**config.mk**
```make
export PLATFORM = sky130hd
export DESIGN_NAME = erv_dcm
export DESIGN_NICKNAME = d
export VERILOG_FILES = /design/src/erv_pkg.sv /design/src/erv_dcm.sv
export SDC_FILE = /design/constraint.sdc
export NUM_CORES = 2
export LEC_CHECK = 0
export ABC_AREA = 1
export BUFFER_PORTS_ARGS = -buffer_cell sky130_fd_sc_hd__buf_2
export CAP_MARGIN = 20
export CORE_MARGIN = 2
export CORE_UTILIZATION = 30
export CTS_BUF_LIST = sky130_fd_sc_hd__clkbuf_2 sky130_fd_sc_hd__clkbuf_4 sky130_fd_sc_hd__clkbuf_8
export DETAILED_ROUTE_END_ITERATION = 7
export GPL_TIMING_DRIVEN = 0
export HOLD_SLACK_MARGIN = 0.08
export PLACE_DENSITY = 0.58
export SLEW_MARGIN = 20
export SYNTH_ARGS = -nofsm -noshare
export SYNTH_HDL_FRONTEND = slang
export SYNTH_SLANG_ARGS = --single-unit
```
**constraint.sdc**
```tcl
create_clock -name clk_i -period 8.1 [get_ports clk_i]
set_input_delay 1.62 -clock clk_i [delete_from_list [all_inputs] [get_ports clk_i]]
set_output_delay 1.62 -clock clk_i [all_outputs]
set_load 0.02 [all_outputs]
```
**src/erv_pkg.sv**
```systemverilog
// Package for the Euler-angle vector rotation block.
// Holds shared types, fixed-point constants, the CORDIC arctangent table and
// the matrix build sequence table. No dependencies.
package erv_pkg;

  // Configuration register indexes.
  typedef enum logic [1:0] {
    REG_ROLL  = 2'd0,
    REG_PITCH = 2'd1,
    REG_YAW   = 2'd2
  } cfg_reg_e;

  // Matrix builder sequencer states.
  typedef enum logic [2:0] {
    ST_IDLE,
    ST_LOAD,
    ST_ROT,
    ST_MUL,
    ST_FIN
  } dcm_state_e;

  // Operand sources for the matrix build multiplies.
  typedef enum logic [2:0] {
    SRC_SPHI,
    SRC_CPHI,
    SRC_STH,
    SRC_CTH,
    SRC_SPSI,
    SRC_CPSI,
    SRC_CPS,
    SRC_SPS
  } src_e;

  localparam int ATAN_ENTRIES = 24;
  localparam int CW           = 34;   // CORDIC datapath width
  localparam int TW           = 33;   // Q2.30 trig and product width
  localparam int NUM_MULS     = 14;
  localparam logic signed [CW-1:0] CORDIC_GAIN = 34'sd652032874;
  localparam logic signed [16:0]   HALF_PI_Q13 = 17'sd12868;
  localparam logic signed [16:0]   PI_Q13      = 17'sd25736;

  // Stored direction cosine matrix, row major, Q1.15 entries.
  typedef logic [8:0][15:0] mat_t;

  // Status from the matrix builder to the rest of the block.
  typedef struct packed {
    logic busy;
    mat_t mat;
  } dcm_status_t;

  // Arctangent of 2^-i in Q2.30, truncated.
  function automatic logic [31:0] atan_q30(input logic [4:0] i);
    logic [31:0] r;
    unique case (i)
      5'd0:  r = 32'h3243F6A8;
      5'd1:  r = 32'h1DAC6705;
      5'd2:  r = 32'h0FADBAFC;
      5'd3:  r = 32'h07F56EA6;
      5'd4:  r = 32'h03FEAB76;
      5'd5:  r = 32'h01FFD55B;
      5'd6:  r = 32'h00FFFAAA;
      5'd7:  r = 32'h007FFF55;
      5'd8:  r = 32'h003FFFEA;
      5'd9:  r = 32'h001FFFFD;
      5'd10: r = 32'h000FFFFF;
      5'd11: r = 32'h0007FFFF;
      5'd12: r = 32'h0003FFFF;
      5'd13: r = 32'h0001FFFF;
      5'd14: r = 32'h0000FFFF;
      5'd15: r = 32'h00007FFF;
      5'd16: r = 32'h00003FFF;
      5'd17: r = 32'h00001FFF;
      5'd18: r = 32'h00000FFF;
      5'd19: r = 32'h000007FF;
      5'd20: r = 32'h000003FF;
      5'd21: r = 32'h000001FF;
      5'd22: r = 32'h000000FF;
      5'd23: r = 32'h0000007F;
      default: r = 32'h0;
    endcase
    return r;
  endfunction

  // First operand of each build multiply.
  function automatic src_e step_src_a(input logic [3:0] k);
    src_e r;
    unique case (k)
      4'd0:  r = SRC_CPSI;
      4'd1:  r = SRC_SPSI;
      4'd2:  r = SRC_CPSI;
      4'd3:  r = SRC_SPSI;
      4'd4:  r = SRC_CPS;
      4'd5:  r = SRC_SPSI;
      4'd6:  r = SRC_SPS;
      4'd7:  r = SRC_CPSI;
      4'd8:  r = SRC_CTH;
      4'd9:  r = SRC_CPS;
      4'd10: r = SRC_SPSI;
      4'd11: r = SRC_SPS;
      4'd12: r = SRC_CPSI;
      4'd13: r = SRC_CTH;
      default: r = SRC_CTH;
    endcase
    return r;
  endfunction

  // Second operand of each build multiply.
  function automatic src_e step_src_b(input logic [3:0] k);
    src_e r;
    unique case (k)
      4'd0:  r = SRC_STH;
      4'd1:  r = SRC_STH;
      4'd2:  r = SRC_CTH;
      4'd3:  r = SRC_CTH;
      4'd4:  r = SRC_SPHI;
      4'd5:  r = SRC_CPHI;
      4'd6:  r = SRC_SPHI;
      4'd7:  r = SRC_CPHI;
      4'd8:  r = SRC_SPHI;
      4'd9:  r = SRC_CPHI;
      4'd10: r = SRC_SPHI;
      4'd11: r = SRC_CPHI;
      4'd12: r = SRC_SPHI;
      4'd13: r = SRC_CPHI;
      default: r = SRC_CPHI;
    endcase
    return r;
  endfunction

  // Q2.30 to Q1.15 with round to nearest and saturation.
  function automatic logic [15:0] to_q15(input logic signed [CW-1:0] v);
    logic signed [CW-1:0] t;
    logic [15:0] r;
    t = (v + 34'sd16384) >>> 15;
    if (t > 34'sd32767) begin
      r = 16'h7FFF;
    end else if (t < -34'sd32768) begin
      r = 16'h8000;
    end else begin
      r = t[15:0];
    end
    return r;
  endfunction

endpackage

```
**src/erv_dcm.sv**
```systemverilog
// Direction cosine matrix builder: a shared iterative CORDIC for the three
// angles, a sequenced multiplier for the products, and the matrix registers.
// Depends on erv_pkg.
module erv_dcm import erv_pkg::*; #(
  parameter int CORDIC_STEPS = 16
) (
  input  logic        clk_i,
  input  logic        rst_ni,
  input  logic        cfg_we_i,
  input  logic [1:0]  cfg_idx_i,
  input  logic [15:0] cfg_data_i,
  output dcm_status_t status_o
);

  localparam int NSTEP  = (CORDIC_STEPS < ATAN_ENTRIES) ? CORDIC_STEPS : ATAN_ENTRIES;
  localparam int ITER_W = $clog2(NSTEP);
  localparam logic [ITER_W-1:0] ITER_LAST = ITER_W'(NSTEP - 1);
  localparam logic [3:0] MUL_DONE = 4'(NUM_MULS);

  dcm_state_e state_q, state_d;

  logic signed [15:0]   angle_q [3];
  logic [1:0]           ang_q;
  logic [ITER_W-1:0]    iter_q;
  logic signed [CW-1:0] x_q, y_q, z_q;
  logic                 neg_q;
  logic signed [TW-1:0] sin_q [3];
  logic signed [TW-1:0] cos_q [3];
  logic [3:0]           k_q, pk_q;
  logic                 pv_q;
  logic signed [2*TW-1:0] p_q;
  logic signed [TW-1:0] prod_q [NUM_MULS];
  mat_t                 mat_q;

  logic cfg_hit;
  logic busy;
  logic iter_done;

  assign cfg_hit = cfg_we_i && (cfg_idx_i == REG_ROLL || cfg_idx_i == REG_PITCH ||
                                cfg_idx_i == REG_YAW);
  assign iter_done = (iter_q == ITER_LAST);

  // Next state.
  always_comb begin
    state_d = state_q;
    unique case (state_q)
      ST_IDLE: if (cfg_hit) state_d = ST_LOAD;
      ST_LOAD: state_d = ST_ROT;
      ST_ROT: begin
        if (iter_done) state_d = (ang_q == REG_YAW) ? ST_MUL : ST_LOAD;
      end
      ST_MUL: if (k_q == MUL_DONE) state_d = ST_FIN;
      ST_FIN: state_d = ST_IDLE;
      default: state_d = ST_IDLE;
    endcase
  end

  // Outputs of the sequencer.
  always_comb begin
    busy = (state_q != ST_IDLE);
  end

  always_ff @(posedge clk_i or negedge rst_ni) begin
    if (!rst_ni) begin
      state_q <= ST_IDLE;
    end else begin
      state_q <= state_d;
    end
  end

  // Angle registers.
  always_ff @(posedge clk_i or negedge rst_ni) begin
    if (!rst_ni) begin
      angle_q[0] <= '0;
      angle_q[1] <= '0;
      angle_q[2] <= '0;
    end else if (cfg_hit) begin
      angle_q[cfg_idx_i] <= cfg_data_i;
    end
  end

  // Quadrant fold of the current angle.
  logic signed [16:0] a_ext, a_adj;
  logic               a_neg;
  always_comb begin
    a_ext = 17'(angle_q[ang_q]);
    a_adj = a_ext;
    a_neg = 1'b0;
    if (a_ext > HALF_PI_Q13) begin
      a_adj = a_ext - PI_Q13;
      a_neg = 1'b1;
    end else if (a_ext < -HALF_PI_Q13) begin
      a_adj = a_ext + PI_Q13;
      a_neg = 1'b1;
    end
  end

  // One CORDIC rotation step.
  logic signed [CW-1:0] xs, ys, atan_v, x_n, y_n, z_n;
  always_comb begin
    xs     = x_q >>> iter_q;
    ys     = y_q >>> iter_q;
    atan_v = CW'(atan_q30(5'(iter_q)));
    if (!z_q[CW-1]) begin
      x_n = x_q - ys;
      y_n = y_q + xs;
      z_n = z_q - atan_v;
    end else begin
      x_n = x_q + ys;
      y_n = y_q - xs;
      z_n = z_q + atan_v;
    end
  end

  // CORDIC registers and angle and iteration counters.
  always_ff @(posedge clk_i or negedge rst_ni) begin
    if (!rst_ni) begin
      ang_q  <= '0;
      iter_q <= '0;
    end else begin
      if (state_q == ST_IDLE) begin
        ang_q <= '0;
      end else if (state_q == ST_LOAD) begin
        iter_q <= '0;
      end else if (state_q == ST_ROT) begin
        iter_q <= iter_q + 1'b1;
        if (iter_done) ang_q <= ang_q + 1'b1;
      end
    end
  end

  always_ff @(posedge clk_i) begin
    if (state_q == ST_LOAD) begin
      x_q   <= CORDIC_GAIN;
      y_q   <= '0;
      z_q   <= CW'(a_adj) <<< 17;
      neg_q <= a_neg;
    end else if (state_q == ST_ROT) begin
      x_q <= x_n;
      y_q <= y_n;
      z_q <= z_n;
      if (iter_done) begin
        sin_q[ang_q] <= neg_q ? TW'(-y_n) : TW'(y_n);
        cos_q[ang_q] <= neg_q ? TW'(-x_n) : TW'(x_n);
      end
    end
  end

  // Multiply operand selection.
  function automatic logic signed [TW-1:0] pick(input src_e s,
      input logic signed [TW-1:0] sp, input logic signed [TW-1:0] cp,
      input logic signed [TW-1:0] st, input logic signed [TW-1:0] ct,
      input logic signed [TW-1:0] ss, input logic signed [TW-1:0] cs,
      input logic signed [TW-1:0] cps, input logic signed [TW-1:0] sps);
    logic signed [TW-1:0] r;
    unique case (s)
      SRC_SPHI: r = sp;
      SRC_CPHI: r = cp;
      SRC_STH:  r = st;
      SRC_CTH:  r = ct;
      SRC_SPSI: r = ss;
      SRC_CPSI: r = cs;
      SRC_CPS:  r = cps;
      SRC_SPS:  r = sps;
      default:  r = sp;
    endcase
    return r;
  endfunction

  logic signed [TW-1:0] op_a, op_b;
  always_comb begin
    op_a = pick(step_src_a(k_q), sin_q[0], cos_q[0], sin_q[1], cos_q[1],
                sin_q[2], cos_q[2], prod_q[0], prod_q[1]);
    op_b = pick(step_src_b(k_q), sin_q[0], cos_q[0], sin_q[1], cos_q[1],
                sin_q[2], cos_q[2], prod_q[0], prod_q[1]);
  end

  // Multiply issue, then round back to Q2.30 in the following cycle.
  logic signed [2*TW-1:0] p_rnd;
  assign p_rnd = (p_q + (2*TW)'(64'sd536870912)) >>> 30;

  always_ff @(posedge clk_i or negedge rst_ni) begin
    if (!rst_ni) begin
      k_q  <= '0;
      pv_q <= 1'b0;
    end else begin
      pv_q <= (state_q == ST_MUL) && (k_q != MUL_DONE);
      if (state_q == ST_MUL) begin
        k_q <= k_q + 1'b1;
      end else begin
        k_q <= '0;
      end
    end
  end

  always_ff @(posedge clk_i) begin
    p_q  <= op_a * op_b;
    pk_q <= k_q;
    if (pv_q) prod_q[pk_q] <= p_rnd[TW-1:0];
  end

  // Final sums, rounding and saturation into the matrix.
  always_ff @(posedge clk_i or negedge rst_ni) begin
    if (!rst_ni) begin
      mat_q    <= '0;
      mat_q[0] <= 16'h7FFF;
      mat_q[4] <= 16'h7FFF;
      mat_q[8] <= 16'h7FFF;
    end else if (state_q == ST_FIN) begin
      mat_q[0] <= to_q15(CW'(prod_q[2]));
      mat_q[1] <= to_q15(CW'(prod_q[3]));
      mat_q[2] <= to_q15(-CW'(sin_q[1]));
      mat_q[3] <= to_q15(CW'(prod_q[4]) - CW'(prod_q[5]));
      mat_q[4] <= to_q15(CW'(prod_q[6]) + CW'(prod_q[7]));
      mat_q[5] <= to_q15(CW'(prod_q[8]));
      mat_q[6] <= to_q15(CW'(prod_q[9]) + CW'(prod_q[10]));
      mat_q[7] <= to_q15(CW'(prod_q[11]) - CW'(prod_q[12]));
      mat_q[8] <= to_q15(CW'(prod_q[13]));
    end
  end

  assign status_o.busy = busy;
  assign status_o.mat  = mat_q;

endmodule

```
; Yosys cells after proc, flatten, opt, wreduce, memory -nomap -nowiden
; Memory sizes are Yosys's and may differ from the RTL's.
; Index checks and enable logic that the tools add are counted.
[word_totals]
ff_bits = 376
ramBits = 660
romBits = 560
in_bits = 21
out_inout_bits = 145
elab_cells = 185
memories = 6
[mem_list]
columns = name, words, word_bits, read_ports, rd_clocked_by_memory_dff, write_ports, line
row1 = (name not given), 16, 30, 1, 0, 0, erv_pkg.sv:54  ; unique case (i)
row2 = prod_q, 14, 33, 14, 0, 1, erv_dcm.sv:32  ; logic signed [TW-1:0] prod_q [NUM_MULS];
row3 = cos_q, 3, 33, 3, 0, 1, erv_dcm.sv:28  ; logic signed [TW-1:0] cos_q [3];
row4 = sin_q, 3, 33, 3, 0, 1, erv_dcm.sv:27  ; logic signed [TW-1:0] sin_q [3];
row5 = (name not given), 16, 3, 1, 0, 0, erv_pkg.sv:87  ; unique case (k)
row6 = (name not given), 16, 2, 1, 0, 0, erv_pkg.sv:110  ; unique case (k)
[op_classes]
n_addsub = 28
mul = 1
magnitude_cmp = 23
eq_ne = 28
shifts = 2
muxes = 54
bitwise_logic = 3
n_reduce_logical = 16
[op_table]
columns = op, count
row1 = case mux 33 bit (8 select lines), 2
row2 = two-way mux 16 bit, 21
row3 = "> comparator 19 x 16 -> 1 bit, second input constant", 9
row4 = "less-than comparator 19 x 16 -> 1 bit, second input constant", 9
row5 = "adder 34 x 16 -> 34 bit, second input constant", 5
row6 = two-way mux 34 bit, 5
row7 = "adder 33 x 16 -> 34 bit, second input constant", 4
row8 = adder 33 x 33 -> 34 bit, 2
row9 = adder 34 bit, 2
row10 = >>> shifter 34 x 4 -> 34 bit, 2
row11 = subtractor 33 x 33 -> 34 bit, 2
row12 = subtractor 34 bit, 2
row13 = two-way mux 33 bit, 2
row14 = negation 33 bit, 2
row15 = "adder 63 x 31 -> 63 bit, second input constant", 1
row16 = multiplier 33 x 33 -> 63 bit, 1
row17 = bitwise mux 48 bit, 1
row18 = adder 34 x 33 -> 34 bit, 1
row19 = two-way mux 17 bit, 2
row20 = negation 33 -> 34 bit, 1
row21 = subtractor 34 x 33 -> 34 bit, 1
row22 = binary-select mux 16 bit (select 2 bit), 1
row23 = demux 16 bit (select 2 bit), 1
row24 = "== test 3 bit, second input constant", 9
row25 = other kinds (30), 67

; Depth between registers and ports, before layout
[depth]
ltp_word = 8
depth_mapped = 47
mapped_depth_nobuf = 44

; Worst setup path after synthesis
; No wires, ideal clock.
[synth_path]
path_kind = register to register
startpoint = register k_q[1]
endpoint = register p_q[62]
setup_ns = 0.118
arrival_ns = 8.598
required_time_ns = 7.982
slack_ns = -0.616
stages_incl_launch_ff = 33
n_path_buf = 4
period_less_slack_ns = 8.716
path_cell_list = dfrtp_1 inv_1 ha_1 nand2_1 nand2_1 nand2_1 nand3_2 nand2_4 buf_2 buf_2 o2111ai_1 o21ai_0 clkbuf_1 buf_2 nor2_1 fa_1 fa_1 fa_1 inv_1 fa_1 inv_1 fa_1 fa_1 inv_1 fa_1 fa_1 inv_1 ha_1 a21oi_1 o21ai_0 a2111oi_0 nand2_1 xnor2_1
[synth_via]
elab_chain_cells = 4
word_cells_on_any_way = 21
[synth_rtl]
columns = element, line
row1 = start: declaration, erv_dcm.sv:29  ; logic [3:0] k_q, pk_q;
row2 = start signal: assignment, erv_dcm.sv:189  ; k_q <= k_q + 1'b1;
row3 = memory (16 x 3 bit) or memory (16 x 2 bit) (tied branches), n/a
row4 = == test 3 bit (tied with other cells), erv_dcm.sv:156  ; unique case (s)
row5 = case mux 33 bit (8 select lines), erv_dcm.sv:156
row6 = multiplier 33 x 33 -> 63 bit *, erv_dcm.sv:197  ; p_q <= op_a * op_b;
row7 = end signal: assignment, erv_dcm.sv:197
row8 = end: declaration, erv_dcm.sv:31  ; logic signed [2*TW-1:0] p_q;
; Every way passes the cells marked *; elsewhere a longest branch is shown, timed or not.
; A chain may end at the register's enable or synchronous reset.

; Worst setup path after layout
[layout_path]
startpoint = register k_q[1]
endpoint = register p_q[61]
; The elaborated chain is that of the path after synthesis.

==> results.yml <==
critical_path:
  cpPeakStageDelay_ns: 0.70
  r2r_start: "k_q[1]"
  cp-start-kind: "register"
  r2r_cells: 39
  crit_top_cell: "fa_1"
  reg2reg_to: "p_q[61]"
  critPathMaxFanout: 10
  cp_slowest_cell: "fa_2"
  path_class: "register to register"
  worst-endpoint-arrival_ns: 9.91
  end_kind: "register"
  r2r_slack_ns: -0.99
  worst_ep_required_time_ns: 8.93
logic_synthesis:
  netlist_area_sq_um: 95900
  yosys-top-cells-count: "nand2_1 (2375), inv_1 (1986), nor2_1 (1309)"
  yosysSeqAreaShare_pct: 27.5
  synth_ff_type: "edfxtp_1"
  synth_nets: 13100
  syn_inst: 11400
  synth_most_common_cell: "nand2_1"
  ys_async_sr_fraction_pct: 21.7
  yosysTopAreaCell: "fa_1"
  syn_avg_cell_area_sq_um: 8.41
  synth_cell_types: 78
  synth_top_area_share_pct: 23.3
  synth_edf_count: 622
  synth-seq-cells: 951
  synth_area_leaders: "fa_1 (23%), edfxtp_1 (19%), nand2_1 (9.3%), inv_1 (7.8%), ha_1 (7.6%)"
  synth_warnings: 0
timing:
  setup_viol: 34
  slew_violations: 0
  finalSetupTns_ns: -25.42
  skew_ns: 0.0901
  worst_pin_slew_ns: 1.16
  min_period_ns: 9.09
  fmaxAchievable_mhz: 110
  worst_slack_ns: -0.986
  timing.slew.headroom_pct: 22.2
  period_share_pct: 112
  rsz0062_at_grt: "yes"
  hold_viol: 0
floorplanning:
  pin_count: 166
  start_util_pct: 30.1
  fp.dieW_microns: 569
  dieArea_sq_um: 324000
  rows: 207
  die_h_microns: 569
  core_region_area_sq_um: 318000
drt:
  drt-initial-drc-count: 8324
  route.detailed.drc: 0
  drt-total-wl_microns: 380000
  num_vias: 83300
  drtAntennaViolNets: 0
  routed_via_density: 5.05
  firstDrtPassIters: 6
  wl_per_cell_microns: 23.0
finish:
  drive_gt1_share_pct: 16.6
  area_growth_pct: 20.7
  final_area_sq_um: 116000
  fill_cells: 32500
  post-route-util_pct: 36.4
  fin_nets: 13900
grt:
  antenna_found_initial: 18
  overflow: 0
  grt_pass1_vias: 81800
  grt_usage_pct: 22.9
  grt_start_max_net_pins: 90
  grt_pass1_wl_microns: 548000
status:
  outcome: "finished, violations left"
  violations: "negative setup slack"
clock_tree:
  clock_sinks: 951
  htreeDepth: 4
  cts_tree: "built"
  clk_latency_ns: 0.95
  cts_made_buffers: 170
  hold_buffers: 0
  cts_buffer_depth: 3
  cts_root_buffer: "clkbuf_8"
  clkTransAtPathRegs_ns: 0.07
hold_path:
  worstHoldStart: "z_q[8]"
  worstHoldPathCells: 2
  min_to: "z_q[8]"
  hp-class: "register to register"
place:
  place.port_buffers: 165
  gp_congestion: 1.03
  dpl-instance-area_sq_um: 104000
  dp_hpwl_microns: 303000
job:
  maxCapViolations: 0
[registers in the layout, summed over array words and instances (netlist names), 4 cells and up]
signal    cells
pk_q          4
p_q          34
angle_q      48
cos_q        99
iter_q        4
y_q          34
k_q           4
status_o    144
z_q          34
x_q          34
prod_q      406
sin_q        99
[what timing repair did]
action / in CTS / in global routing
endpoints found under the setup margin: 34 / 34
gates resized for setup: 950 / 394
pin swaps: 145 / 145
endpoints found under the hold margin: 0 / 0
cloned: 6 / 5
setup buffers: 193 / 114
[metal layers]
metal	up-vias	wire, microns	GRT usage (%)
met4	4	21900	11.1
met2	3843	164000	35.0
li1	37700	-	-
met5	-	23	0
met3	718	35500	4.79
met1	41000	159000	30.9
[logic make-up after synthesis]
kind of cell,count (synthesis),synth area share [%]
DFF,951,27.5
buffers and inverters,2413,9.86
adders and majority gates,1698,30.9
and+or+nand+nor,4521,19.5
muxes,3,0.0313
AOI/OAI and AO/OA,1459,8.98
xor gates and xnor gates,359,3.28
[worst max-delay path, delay by kind of cell (launching register included)]
kind / cells / cell delay (ns)
flops: 1 / 0.45
buf+inv: 10 / 1.28
compound gates: 9 / 1.59
fa+ha+maj: 9 / 4.48
simple gates: 11 / 1.15
[how the worst max path moves through the flow]
| stage | cells past startpoint | from | slack (ns) | to |
|---|---|---|---|---|
| floorplan | 35 | k_q[0] | 0.002 | p_q[61] |
| global placement | 34 | k_q[1] | -3.08 | p_q[59] |
| detailed placement | 29 | k_q[2] | -2.91 | p_q[62] |
| CTS | 41 | k_q[1] | -0.80 | p_q[61] |
| global route | 37 | k_q[1] | -1.16 | p_q[61] |
| finish | 39 | k_q[1] | -0.99 | p_q[61] |
[cell type report]
type | instances | area [sq um] | area share [%]
antenna | 8 | 20.0 | 0.0173
tap | 4180 | 5230 | 4.52
inverter | 2045 | 7890 | 6.81
sequential | 951 | 26400 | 22.8
clock inverter | 59 | 718 | 0.621
clock buffer | 259 | 3130 | 2.70
buffer | 363 | 3240 | 2.80
timing repair buffer | 570 | 5340 | 4.61
multi-input combinational | 8040 | 63800 | 55.1
[stage by stage]
step | std cells | hold slack (ns) | setup slack, ns
after global routing | 16500 | 0.489 | -1.16
after detailed placement | 15800 | 0.440 | -2.91
after floorplan | 11400 | 0.406 | 0.00155
after CTS | 16400 | 0.454 | -0.798
final | 16500 | 0.462 | -0.986
after global placement | 15700 | 0.436 | -3.08
[placed cells by master (no fill, tap or decap), drive strengths merged, types with 21 or more instances in the layout]
master and count:
inv 2036, clkbuf 413, o2111ai 56, o21a 21, o211ai 40, o21ai 501
clkinv 43, or2 33, dfstp 45, a21o 26, a21oi 520, nor3 92
fa 1115, nand3 469, xor2 273, ha 583, edfxtp 622, buf 776
nand4 99, nor2 1336, xnor2 86, nor4 35, dfrtp 161, a221oi 35
nand2 2401, a22oi 30, o22ai 87, o21bai 27, dfxtp 123, a31oi 46
Power is left out: the tool's default activity adds up to more than one toggle a clock period on the data nets, which glitch-free logic cannot reach.
